**config.mk**
```make
export PLATFORM = sky130hd
export DESIGN_NAME = multi_channel_volume_fader
export DESIGN_NICKNAME = d
export VERILOG_FILES = /design/src/rtl/mcvf_pkg.sv /design/src/rtl/mcvf_front.sv /design/src/rtl/mcvf_back.sv /design/src/rtl/mcvf_gain.sv /design/src/rtl/multi_channel_volume_fader.sv
export VERILOG_INCLUDE_DIRS = /design/src /design/src/rtl
export SDC_FILE = /design/constraint.sdc
export NUM_CORES = 1
export LEC_CHECK = 0
export BUFFER_PORTS_ARGS = -buffer_cell sky130_fd_sc_hd__clkbuf_2
export CAP_MARGIN = 15
export CORE_MARGIN = 2
export CORE_UTILIZATION = 29
export CTS_CLUSTER_DIAMETER = 200
export CTS_CLUSTER_SIZE = 8
export DETAILED_ROUTE_END_ITERATION = 7
export GPL_TIMING_DRIVEN = 1
export MAX_ROUTING_LAYER = met4
export SLEW_MARGIN = 20
export SYNTH_ARGS = -nofsm -noshare
export SYNTH_HDL_FRONTEND = slang
export SYNTH_HIERARCHICAL = 1
export SYNTH_SLANG_ARGS = --single-unit
```
**constraint.sdc**
```tcl
create_clock -name clk -period 8.3 [get_ports clk]
set_clock_uncertainty 0.2 [all_clocks]
set_input_delay 1.66 -clock clk [delete_from_list [all_inputs] [get_ports clk]]
set_output_delay 1.66 -clock clk [all_outputs]
set_load 0.1 [all_outputs]
```
**src/rtl/multi_channel_volume_fader_assert.svh**
```systemverilog
// Assertion macros for the multi-channel volume fader.
// Included by the top level; no other dependencies.
`ifndef MULTI_CHANNEL_VOLUME_FADER_ASSERT_SVH
`define MULTI_CHANNEL_VOLUME_FADER_ASSERT_SVH

`ifndef ASSERT_OFF

// Antecedent implies consequent in the same cycle.
`define MCVF_ASSERT_IMPL(lbl, clk, rst_n, ante, cons, msg) \
	lbl: assert property (@(posedge clk) disable iff (!rst_n) (ante) |-> (cons)) \
		else $error(msg);

// Expression never holds.
`define MCVF_ASSERT_NEVER(lbl, clk, rst_n, expr, msg) \
	lbl: assert property (@(posedge clk) disable iff (!rst_n) !(expr)) \
		else $error(msg);

`else

`define MCVF_ASSERT_IMPL(lbl, clk, rst_n, ante, cons, msg)
`define MCVF_ASSERT_NEVER(lbl, clk, rst_n, expr, msg)

`endif

`endif

```
**src/rtl/mcvf_pkg.sv**
```systemverilog
// Shared types and constants for the multi-channel volume fader.
// No dependencies.
`timescale 1ns / 1ps
`default_nettype none

package mcvf_pkg;

	typedef enum logic [2:0] {
		MODE_STANDBY  = 3'd0,
		MODE_PLAY     = 3'd1,
		MODE_FADE_IN  = 3'd2,
		MODE_FADE_OUT = 3'd3,
		MODE_STOP     = 3'd4
	} mode_t;

	localparam int STEP_W   = 9;
	localparam int MP_W     = 7;
	localparam int CFG_IDX_W = 2;
	localparam int CFG_DATA_W = 9;

	localparam logic [CFG_IDX_W-1:0] CFG_FADE_IN_STEP  = 2'd0;
	localparam logic [CFG_IDX_W-1:0] CFG_FADE_OUT_STEP = 2'd1;
	localparam logic [CFG_IDX_W-1:0] CFG_STOP_STEP     = 2'd2;
	localparam logic [CFG_IDX_W-1:0] CFG_MASTER        = 2'd3;

	localparam logic [STEP_W-1:0] FADE_IN_RST  = 9'd4;
	localparam logic [STEP_W-1:0] FADE_OUT_RST = 9'd2;
	localparam logic [STEP_W-1:0] STOP_RST     = 9'd32;
	localparam logic [MP_W-1:0]   MASTER_RST   = 7'd50;

	// scale = floor(255 * percent / 100) taken as percent * 1336965 >> 19
	localparam int SCALE_W     = 9;
	localparam int RECIP_W     = 21;
	localparam int SCALE_SHIFT = 19;
	localparam logic [RECIP_W-1:0] SCALE_RECIP = 21'd1336965;

	// quotient bits of scale * level / full scale (scale tops out at 323)
	localparam int GAIN_QB = 9;
	localparam int GAIN_W  = 8;
	localparam logic [GAIN_QB-1:0] GAIN_MAX = 9'd255;

	localparam int IN_DATA_W  = 8;
	localparam int OUT_DATA_W = 24;
	localparam int CH_W       = 4;
	localparam int MAX_REPORT = 16;
	localparam logic [1:0] QUEUE_DEPTH = 2'd2;

	typedef struct packed {
		logic            play;
		logic            hit;
		logic [CH_W-1:0] track;
		logic            soft_out;
		logic            instant;
		logic            cut;
	} play_cmd_t;

	typedef struct packed {
		logic [CH_W-1:0] channel;
		mode_t           mode;
		logic            stop;
		logic            start;
		logic            last;
	} res_meta_t;

endpackage

`default_nettype wire

```
**src/rtl/mcvf_front.sv**
```systemverilog
// Front end: accepts input beats, decodes them into commands and queues them.
// Depends on mcvf_pkg.
`timescale 1ns / 1ps
`default_nettype none

module mcvf_front import mcvf_pkg::*; #(
	parameter int CHANNELS = 16
) (
	input  wire logic                 clk,
	input  wire logic                 arst_n,
	input  wire logic                 s_axis_tvalid,
	output logic                      s_axis_tready,
	input  wire logic [IN_DATA_W-1:0] s_axis_tdata,
	input  wire logic                 s_axis_tuser,
	output logic                      q_valid,
	output play_cmd_t                 q_cmd,
	input  wire logic                 q_ready
);

	localparam int CMP_W = 7;

	logic [1:0] cnt_q;
	logic       wr_ptr_q;
	logic       rd_ptr_q;
	play_cmd_t  slot_q [2];
	play_cmd_t  dec;
	logic       push;
	logic       pop;

	always_comb begin
		dec.play     = s_axis_tuser;
		dec.track    = s_axis_tdata[3:0];
		dec.hit      = s_axis_tdata[4] && ({3'b000, s_axis_tdata[3:0]} < CMP_W'(CHANNELS));
		dec.soft_out = s_axis_tdata[5];
		dec.instant  = s_axis_tdata[6];
		dec.cut      = s_axis_tdata[7];
	end

	assign s_axis_tready = cnt_q != QUEUE_DEPTH;
	assign push          = s_axis_tvalid && s_axis_tready;
	assign q_valid       = cnt_q != 2'd0;
	assign pop           = q_valid && q_ready;
	assign q_cmd         = slot_q[rd_ptr_q];

	always_ff @(posedge clk or negedge arst_n) begin
		if (!arst_n) begin
			cnt_q    <= 2'd0;
			wr_ptr_q <= 1'b0;
			rd_ptr_q <= 1'b0;
		end else begin
			if (push)
				wr_ptr_q <= ~wr_ptr_q;
			if (pop)
				rd_ptr_q <= ~rd_ptr_q;
			if (push && !pop)
				cnt_q <= cnt_q + 2'd1;
			else if (pop && !push)
				cnt_q <= cnt_q - 2'd1;
		end
	end

	always_ff @(posedge clk) begin
		if (push)
			slot_q[wr_ptr_q] <= dec;
	end

endmodule

`default_nettype wire

```
**src/rtl/mcvf_back.sv**
```systemverilog
// Back end: sweeps all channels for one command, one channel a cycle while
// not stalled, reading and writing the channel state memory. Depends on mcvf_pkg.
`timescale 1ns / 1ps
`default_nettype none

module mcvf_back import mcvf_pkg::*; #(
	parameter int CHANNELS   = 16,
	parameter int FULL_SCALE = 256
) (
	input  wire logic                         clk,
	input  wire logic                         arst_n,
	input  wire logic                         q_valid,
	input  wire play_cmd_t                    q_cmd,
	output logic                              q_ready,
	input  wire logic                         adv,
	input  wire logic [STEP_W-1:0]            fade_in_step,
	input  wire logic [STEP_W-1:0]            fade_out_step,
	input  wire logic [STEP_W-1:0]            stop_step,
	output logic                              res_valid,
	output res_meta_t                         res_meta,
	output logic [$clog2(FULL_SCALE+1)-1:0]   res_level
);

	localparam int CW       = (CHANNELS > 1) ? $clog2(CHANNELS) : 1;
	localparam int LW       = $clog2(FULL_SCALE + 1);
	localparam int SW       = ((LW > STEP_W) ? LW : STEP_W) + 2;
	localparam int REPORTED = (CHANNELS < MAX_REPORT) ? CHANNELS : MAX_REPORT;
	localparam logic [LW-1:0] FULL_LV = LW'(FULL_SCALE);

	logic              busy_q;
	play_cmd_t         cmd_q;
	logic [CW-1:0]     ch_q;
	logic              issue;
	logic              sweep_end;

	mode_t             mode_mem [CHANNELS];
	logic [LW-1:0]     lvl_mem  [CHANNELS];
	logic [CHANNELS-1:0] vld_q;

	logic              vld_s1;
	logic [CW-1:0]     ch_s1;
	play_cmd_t         cmd_s1;
	mode_t             mode_s1;
	logic [LW-1:0]     lvl_s1;

	logic              wr_en;
	mode_t             new_mode;
	logic [LW-1:0]     new_lvl;
	logic              stop_ev;
	logic              start_ev;
	logic              sounding;
	logic signed [SW-1:0] sum;

	assign issue     = busy_q && adv;
	assign sweep_end = ch_q == CW'(CHANNELS - 1);
	assign q_ready   = !busy_q || (issue && sweep_end);
	assign wr_en     = adv && vld_s1;

	always_ff @(posedge clk or negedge arst_n) begin
		if (!arst_n) begin
			busy_q <= 1'b0;
			ch_q   <= '0;
		end else if (q_valid && q_ready) begin
			busy_q <= 1'b1;
			ch_q   <= '0;
		end else if (issue) begin
			if (sweep_end)
				busy_q <= 1'b0;
			else
				ch_q <= ch_q + 1'b1;
		end
	end

	always_ff @(posedge clk) begin
		if (q_valid && q_ready)
			cmd_q <= q_cmd;
	end

	always_ff @(posedge clk or negedge arst_n) begin
		if (!arst_n) begin
			vld_s1 <= 1'b0;
			vld_q  <= '0;
		end else begin
			if (adv)
				vld_s1 <= issue;
			if (wr_en)
				vld_q[ch_s1] <= 1'b1;
		end
	end

	always_ff @(posedge clk) begin
		if (wr_en) begin
			mode_mem[ch_s1] <= new_mode;
			lvl_mem[ch_s1]  <= new_lvl;
		end
	end

	// registered read; forward the write-back when it hits the same channel
	always_ff @(posedge clk) begin
		if (issue) begin
			ch_s1  <= ch_q;
			cmd_s1 <= cmd_q;
			if (wr_en && ch_s1 == ch_q) begin
				mode_s1 <= new_mode;
				lvl_s1  <= new_lvl;
			end else if (vld_q[ch_q]) begin
				mode_s1 <= mode_mem[ch_q];
				lvl_s1  <= lvl_mem[ch_q];
			end else begin
				mode_s1 <= MODE_STANDBY;
				lvl_s1  <= '0;
			end
		end
	end

	always_comb begin
		new_mode = mode_s1;
		new_lvl  = lvl_s1;
		stop_ev  = 1'b0;
		start_ev = 1'b0;
		sounding = 1'b0;
		sum      = $signed(SW'(lvl_s1));
		if (!cmd_s1.play) begin
			case (mode_s1)
				MODE_FADE_IN:  sum = sum + $signed(SW'(fade_in_step));
				MODE_FADE_OUT: sum = sum - $signed(SW'(fade_out_step));
				MODE_STOP:     sum = sum - $signed(SW'(stop_step));
				default:       sum = sum;
			endcase
			if (sum <= $signed(SW'(0))) begin
				new_lvl  = '0;
				stop_ev  = mode_s1 != MODE_STANDBY;
				new_mode = MODE_STANDBY;
			end else if (sum >= $signed(SW'(FULL_SCALE))) begin
				new_lvl  = FULL_LV;
				new_mode = MODE_PLAY;
			end else begin
				new_lvl = LW'(sum);
			end
		end else begin
			sounding = (lvl_s1 != '0) || (mode_s1 != MODE_STANDBY);
			if (lvl_s1 != '0)
				new_mode = cmd_s1.soft_out ? MODE_FADE_OUT : MODE_STOP;
			if (cmd_s1.cut) begin
				stop_ev  = sounding;
				new_lvl  = '0;
				new_mode = MODE_STANDBY;
			end
			// restart the chosen track, dropping it to zero first if it sounds
			if (cmd_s1.hit && CW'(cmd_s1.track) == ch_s1) begin
				if (new_lvl != '0) begin
					stop_ev = 1'b1;
					new_lvl = '0;
				end
				start_ev = 1'b1;
				if (cmd_s1.instant) begin
					new_mode = MODE_PLAY;
					new_lvl  = FULL_LV;
				end else begin
					new_mode = MODE_FADE_IN;
				end
			end
		end
	end

	assign res_valid        = vld_s1 && ({1'b0, ch_s1} < (CW + 1)'(REPORTED));
	assign res_meta.channel = CH_W'(ch_s1);
	assign res_meta.mode    = new_mode;
	assign res_meta.stop    = stop_ev;
	assign res_meta.start   = start_ev;
	assign res_meta.last    = ch_s1 == CW'(REPORTED - 1);
	assign res_level        = new_lvl;

endmodule

`default_nettype wire

```
**src/rtl/mcvf_gain.sv**
```systemverilog
// Gain path: scale * level / full scale through a multiplier and a reciprocal
// multiplication, then the output register. Depends on mcvf_pkg.
`timescale 1ns / 1ps
`default_nettype none

module mcvf_gain import mcvf_pkg::*; #(
	parameter int FULL_SCALE = 256
) (
	input  wire logic                       clk,
	input  wire logic                       arst_n,
	input  wire logic [MP_W-1:0]            master_percent,
	input  wire logic                       in_valid,
	input  wire res_meta_t                  in_meta,
	input  wire logic [$clog2(FULL_SCALE+1)-1:0] in_level,
	input  wire logic                       out_ready,
	output logic                            adv,
	output logic                            out_valid,
	output res_meta_t                       out_meta,
	output logic [GAIN_W-1:0]               out_gain
);

	localparam int LW    = $clog2(FULL_SCALE + 1);
	localparam int PW    = LW + SCALE_W;
	localparam int QB    = GAIN_QB;
	localparam int MW    = MP_W + RECIP_W;
	localparam int FS_LG = $clog2(FULL_SCALE);
	localparam int RSH   = PW + FS_LG;
	localparam int QPW   = 2 * PW + 1;
	// ceil(2^RSH / full scale): exact floor division for every PW-bit product
	localparam longint unsigned FS_RECIP_L =
		((64'd1 << RSH) + 64'(FULL_SCALE) - 64'd1) / 64'(FULL_SCALE);
	localparam logic [PW:0] FS_RECIP = (PW + 1)'(FS_RECIP_L);

	logic [MW-1:0]      scale_prod;
	logic [SCALE_W-1:0] scale_q;

	logic               vld_s1;
	logic [PW-1:0]      prod_s1;
	res_meta_t          meta_s1;

	logic [QPW-1:0]     quo_prod;
	logic [QB-1:0]      quo_fin;

	logic               out_vld_q;
	res_meta_t          out_meta_q;
	logic [GAIN_W-1:0]  out_gain_q;

	assign scale_prod = MW'(master_percent) * MW'(SCALE_RECIP);

	always_ff @(posedge clk) begin
		scale_q <= scale_prod[SCALE_SHIFT +: SCALE_W];
	end

	assign adv = !out_vld_q || out_ready;

	assign quo_prod = QPW'(prod_s1) * QPW'(FS_RECIP);
	assign quo_fin  = quo_prod[RSH +: QB];

	always_ff @(posedge clk or negedge arst_n) begin
		if (!arst_n) begin
			vld_s1    <= 1'b0;
			out_vld_q <= 1'b0;
		end else if (adv) begin
			vld_s1    <= in_valid;
			out_vld_q <= vld_s1;
		end
	end

	always_ff @(posedge clk) begin
		if (adv) begin
			prod_s1    <= PW'(scale_q) * PW'(in_level);
			meta_s1    <= in_meta;
			out_meta_q <= meta_s1;
			out_gain_q <= (quo_fin > GAIN_MAX) ? GAIN_MAX[GAIN_W-1:0] : quo_fin[GAIN_W-1:0];
		end
	end

	assign out_valid = out_vld_q;
	assign out_meta  = out_meta_q;
	assign out_gain  = out_gain_q;

endmodule

`default_nettype wire

```
**src/rtl/multi_channel_volume_fader.sv**
```systemverilog
// Top level of the multi-channel volume fader: configuration registers, front end,
// channel sweep and gain path. Depends on mcvf_front, mcvf_back, mcvf_gain, mcvf_pkg and the assert header.
`timescale 1ns / 1ps
`default_nettype none
`include "multi_channel_volume_fader_assert.svh"

// Each beat is a tick (tuser 0) that moves every channel by its mode, or a play
// command (tuser 1) that sends sounding channels out and starts a track. Every
// beat yields one result per channel for the first sixteen channels, in channel
// order, tlast on the final one. The back end visits one channel per cycle
// through the single read and write port of the channel state memory, so a beat
// occupies it for one visit per channel; each result then passes the channel
// read register, the level product register and the output register, behind
// the level multiplier and the reciprocal divide by full scale. A two-entry
// command queue lets input beats be taken while the sweep runs, and output
// back-pressure stalls the sweep. Channel state is valid from reset on; there
// is no clearing pass. Configuration writes are taken every cycle and should
// only be made while the block is idle.
module multi_channel_volume_fader import mcvf_pkg::*; #(
	parameter int CHANNELS   = 16,
	parameter int FULL_SCALE = 256
) (
	input  wire logic                  clk,
	input  wire logic                  arst_n,
	input  wire logic                  s_axis_tvalid,
	output logic                       s_axis_tready,
	// [3:0] track, [4] track_valid, [5] soft_out, [6] instant_in, [7] hard_cut
	input  wire logic [IN_DATA_W-1:0]  s_axis_tdata,
	// [0] cmd
	input  wire logic                  s_axis_tuser,
	output logic                       m_axis_tvalid,
	input  wire logic                  m_axis_tready,
	// [3:0] channel, [11:4] gain, [14:12] mode, [15] stop_event,
	// [16] start_event, [23:17] zero
	output logic [OUT_DATA_W-1:0]      m_axis_tdata,
	output logic                       m_axis_tlast,
	input  wire logic                  cfg_valid,
	output logic                       cfg_ready,
	input  wire logic [CFG_IDX_W-1:0]  cfg_index,
	input  wire logic [CFG_DATA_W-1:0] cfg_data
);

	localparam int LW       = $clog2(FULL_SCALE + 1);
	localparam int REPORTED = (CHANNELS < MAX_REPORT) ? CHANNELS : MAX_REPORT;

	logic [STEP_W-1:0] fade_in_q;
	logic [STEP_W-1:0] fade_out_q;
	logic [STEP_W-1:0] stop_q;
	logic [MP_W-1:0]   master_q;

	logic              q_valid;
	play_cmd_t         q_cmd;
	logic              q_ready;
	logic              adv;
	logic              res_valid;
	res_meta_t         res_meta;
	logic [LW-1:0]     res_level;
	res_meta_t         out_meta;
	logic [GAIN_W-1:0] out_gain;

	assign cfg_ready = 1'b1;

	always_ff @(posedge clk or negedge arst_n) begin
		if (!arst_n) begin
			fade_in_q  <= FADE_IN_RST;
			fade_out_q <= FADE_OUT_RST;
			stop_q     <= STOP_RST;
			master_q   <= MASTER_RST;
		end else if (cfg_valid && cfg_ready) begin
			case (cfg_index)
				CFG_FADE_IN_STEP:  fade_in_q  <= cfg_data;
				CFG_FADE_OUT_STEP: fade_out_q <= cfg_data;
				CFG_STOP_STEP:     stop_q     <= cfg_data;
				CFG_MASTER:        master_q   <= cfg_data[MP_W-1:0];
				default:           master_q   <= master_q;
			endcase
		end
	end

	mcvf_front #(
		.CHANNELS(CHANNELS)
	) u_front (
		.clk          (clk),
		.arst_n       (arst_n),
		.s_axis_tvalid(s_axis_tvalid),
		.s_axis_tready(s_axis_tready),
		.s_axis_tdata (s_axis_tdata),
		.s_axis_tuser (s_axis_tuser),
		.q_valid      (q_valid),
		.q_cmd        (q_cmd),
		.q_ready      (q_ready)
	);

	mcvf_back #(
		.CHANNELS  (CHANNELS),
		.FULL_SCALE(FULL_SCALE)
	) u_back (
		.clk          (clk),
		.arst_n       (arst_n),
		.q_valid      (q_valid),
		.q_cmd        (q_cmd),
		.q_ready      (q_ready),
		.adv          (adv),
		.fade_in_step (fade_in_q),
		.fade_out_step(fade_out_q),
		.stop_step    (stop_q),
		.res_valid    (res_valid),
		.res_meta     (res_meta),
		.res_level    (res_level)
	);

	mcvf_gain #(
		.FULL_SCALE(FULL_SCALE)
	) u_gain (
		.clk           (clk),
		.arst_n        (arst_n),
		.master_percent(master_q),
		.in_valid      (res_valid),
		.in_meta       (res_meta),
		.in_level      (res_level),
		.out_ready     (m_axis_tready),
		.adv           (adv),
		.out_valid     (m_axis_tvalid),
		.out_meta      (out_meta),
		.out_gain      (out_gain)
	);

	assign m_axis_tdata = {7'b0000000, out_meta.start, out_meta.stop, out_meta.mode,
		out_gain, out_meta.channel};
	assign m_axis_tlast = out_meta.last;

	`MCVF_ASSERT_IMPL(a_last_channel, clk, arst_n, m_axis_tvalid && m_axis_tlast, out_meta.channel == CH_W'(REPORTED - 1), "tlast on a channel other than the final reported one")
	`MCVF_ASSERT_IMPL(a_standby_silent, clk, arst_n, m_axis_tvalid && out_meta.mode == MODE_STANDBY, out_gain == '0, "standby channel reports a non-zero gain")
	`MCVF_ASSERT_IMPL(a_start_mode, clk, arst_n, m_axis_tvalid && out_meta.start, out_meta.mode == MODE_PLAY || out_meta.mode == MODE_FADE_IN, "start event without play or fade-in")
	`MCVF_ASSERT_NEVER(a_stop_standby, clk, arst_n, m_axis_tvalid && out_meta.stop && !out_meta.start && out_meta.mode != MODE_STANDBY, "stop event left a channel active")

endmodule

`default_nettype wire

```
==> flow_summary_export.csv <==
group,metric,value,unit
synthesis,async_flop_share,0.176,
synthesis,synth_cells,1383,
synthesis,yosysMostFrequentCell,"edfxtp_1",
critical_path,cp_max_fo,13,
clock_network,clk_pin_slew,70,ps
sta,relSlewSlack,0.264,
route,dr.pass1.iters,5,
clock_network,ctsResizeCount,0,
placement,pre_cts_ws,943,ps
sta,tightestPinTransition,1100,ps
sta,fin_crit,7350,ps
sta,tns,0,ps
critical_path,path_cells,"inv_1, fa_1, nor2b_1, o31ai_1, a21oi_1, xor2_1, o31ai_2, nand4_1, o21ai_1, and2_1, fa_1, fa_1, inv_1, fa_1, fa_1, inv_1, ha_1, a21o_1, a41oi_4, o21bai_2, a21oi_1, xnor2_1",
sta,rsz0062_at_grt,"false",
placement,hpwl,28.4,mm
clock_network,cts_tree,"yes",
synthesis,yosys_warnings,6,
critical_path,cpMostUsedCell,"fa_1",
route,routedWlPerCell,18.2,µm
synthesis,ys_top_cells_by_count,"281 x edfxtp_1, 135 x inv_1, 119 x ha_1, 73 x nand2_1, 65 x mux4_2",
floorplan,ioPinCount,53,
synthesis,synthTopCellsByArea,"edfxtp_1 44%, ha_1 7.7%, mux4_2 7.6%",
clock_network,cts.sinks,352,
job,cap_violations,0,
sta,timing.final.crit_share,0.885,
route,antenna_left,0,
critical_path,startpoint_type,"flop",
route,via_per_inst,4.82,
synthesis,yosysUniqueCellTypes,94,
worst_hold_path,min-delay-start,"u_gain/meta_s1[4]",
grt,grt_usage,0.131,
critical_path,critPathMaxStageDelay,810,ps
final_layout,final_cell_area,0.0219,mm²
critical_path,path_class,"reg2reg",
clock_network,clk_path_buf_depth,3,
floorplan,core,0.0657,mm²
grt,grt_pass1_wl,67.6,mm
grt,antenna_found_initial,0,
sta,drv_slew,0,
clock_network,holdBufCountCts,0,
grt,grt_pass1_vias,11700,
final_layout,drive_above_1_share,0.206,
worst_hold_path,hold_path.class,"reg2reg",
synthesis,yosysSeqAreaShare,0.529,
placement,portBuffers,44,
floorplan,initial_core_util,0.293,
sta,hold_violations,0,
route,wl,42.6,mm
critical_path,cp_top_family,"adder cells",
critical_path,cp_slowest_cell,"o21ai_1",
final_layout,nNetsFinal,1657,
critical_path,rr_startpoint,"u_back/lvl_s1[1]",
clock_network,clk_latency,580,ps
critical_path,required,8420,ps
synthesis,avgSynthCellArea,13.9,µm²
critical_path,crit_start,"u_back/lvl_s1[1]",
route,first_iter_violations,659,
synthesis,ys_seq_elements,352,
synthesis,netlist_area,0.0192,mm²
route,drc,0,
synthesis,ys.flop_type,"edfxtp_1",
clock_network,postCtsSetupBuffers,0,
floorplan,design.die.area,0.0684,mm²
status,status,"finished clean",
sta,setup_viol,0,
clock_network,h-tree-depth,2,
synthesis,yosysTopAreaCell,"edfxtp_1",
floorplan,die_w,262,µm
critical_path,cp.arrival,7470,ps
sta,max_freq,0.136,GHz
placement,place_congestion,0.873,
placement,dpl_cell_area,0.0205,mm²
route,dr_total_vias,11300,
synthesis,synth-edff-count,281,
synthesis,synth_top_cell_area_share,0.439,
sta,setup_slack,951,ps
final_layout,area_growth,13.9,%
clock_network,cts-root-buf,"clkbuf_16",
critical_path,cp_num_buf_inv,3,
grt,grt-ovfl-total,0,
floorplan,die_h,262,µm
clock_network,cts_buffers,49,
grt,grt_max_degree,63,
final_layout,antenna_cells,0,
critical_path,endpoint_kind,"flop",
floorplan,num_rows,94,
## registers in the layout, indices dropped and copies added, names as in the netlist, 10 cells and up
register / count
u_gain/meta_s1: 10
u_back/mode_mem: 48
u_gain/out_meta: 10
u_back/vld_q: 16
u_back/lvl_mem: 144
u_front/slot_q: 18
## cell families after synthesis
group                      Yosys count  synth area share
muxes                              118             0.107
other                                2          0.000391
AOI/OAI and AO/OA                  180            0.0697
buffers and inverters              188            0.0412
and+or+nand+nor                    315            0.0883
xor gates and xnor gates            45            0.0205
DFF                                352             0.529
adders and majority gates          183             0.144
## placed cells by master (no fill, tap or decap), types with 15 or more instances in the layout
master	n
xor2_1	18
clkbuf_1	31
buf_4	15
or2_2	25
a21oi_1	25
mux2_2	45
inv_1	135
mux4_2	65
clkbuf_2	43
o21a_1	15
o21ai_1	17
o21ai_0	21
fa_1	64
nand2_1	73
edfxtp_1	281
nor2_1	52
dfrtp_1	54
and2_1	52
clkbuf_16	49
ha_1	119
xnor2_1	27
## cell type report
cell class                 instances  area [µm²]
fill                            6337       43800
sequential                       352       10200
multi-input combinational        849        8370
clock buffer                      80        1340
tap                              864        1080
inverter                         136         510
timing repair buffer              61         373
clock inverter                     3        58.8
## worst paths after layout
path,to,slack [ps],cells after the start
setup / recovery,u_gain/prod_s1[13],950,22
hold / removal,u_gain/out_meta[4],210,0
setup reg to reg,u_gain/prod_s1[13],950,22
hold reg to reg,u_gain/out_meta[4],210,0
max in group asynchronous,u_back/ch_q[0],6180,2
min in group asynchronous,u_front/wr_ptr_q,1070,2
## layer usage
metal | GRT usage | share of wire | up-vias
li1 | - | - | 5194
met1 | 0.170 | 0.45 | 5793
met2 | 0.212 | 0.49 | 254
met3 | 0.0172 | 0.044 | 69
met4 | 0.0388 | 0.022 | 0
met5 | - | 0 | -
## through the flow
stage / hold WS (ps) / utilization / std cells
floorplan: 200 / - / 1389
global placement: 203 / 0.311 / 2260
detailed placement: 205 / 0.312 / 2262
CTS: 214 / 0.333 / 2345
global route: 218 / 0.333 / 2345
finish: 212 / 0.333 / 2345
Power is left out: the tool's default activity adds up to more than one toggle a clock period on the data nets, which glitch-free logic cannot reach.
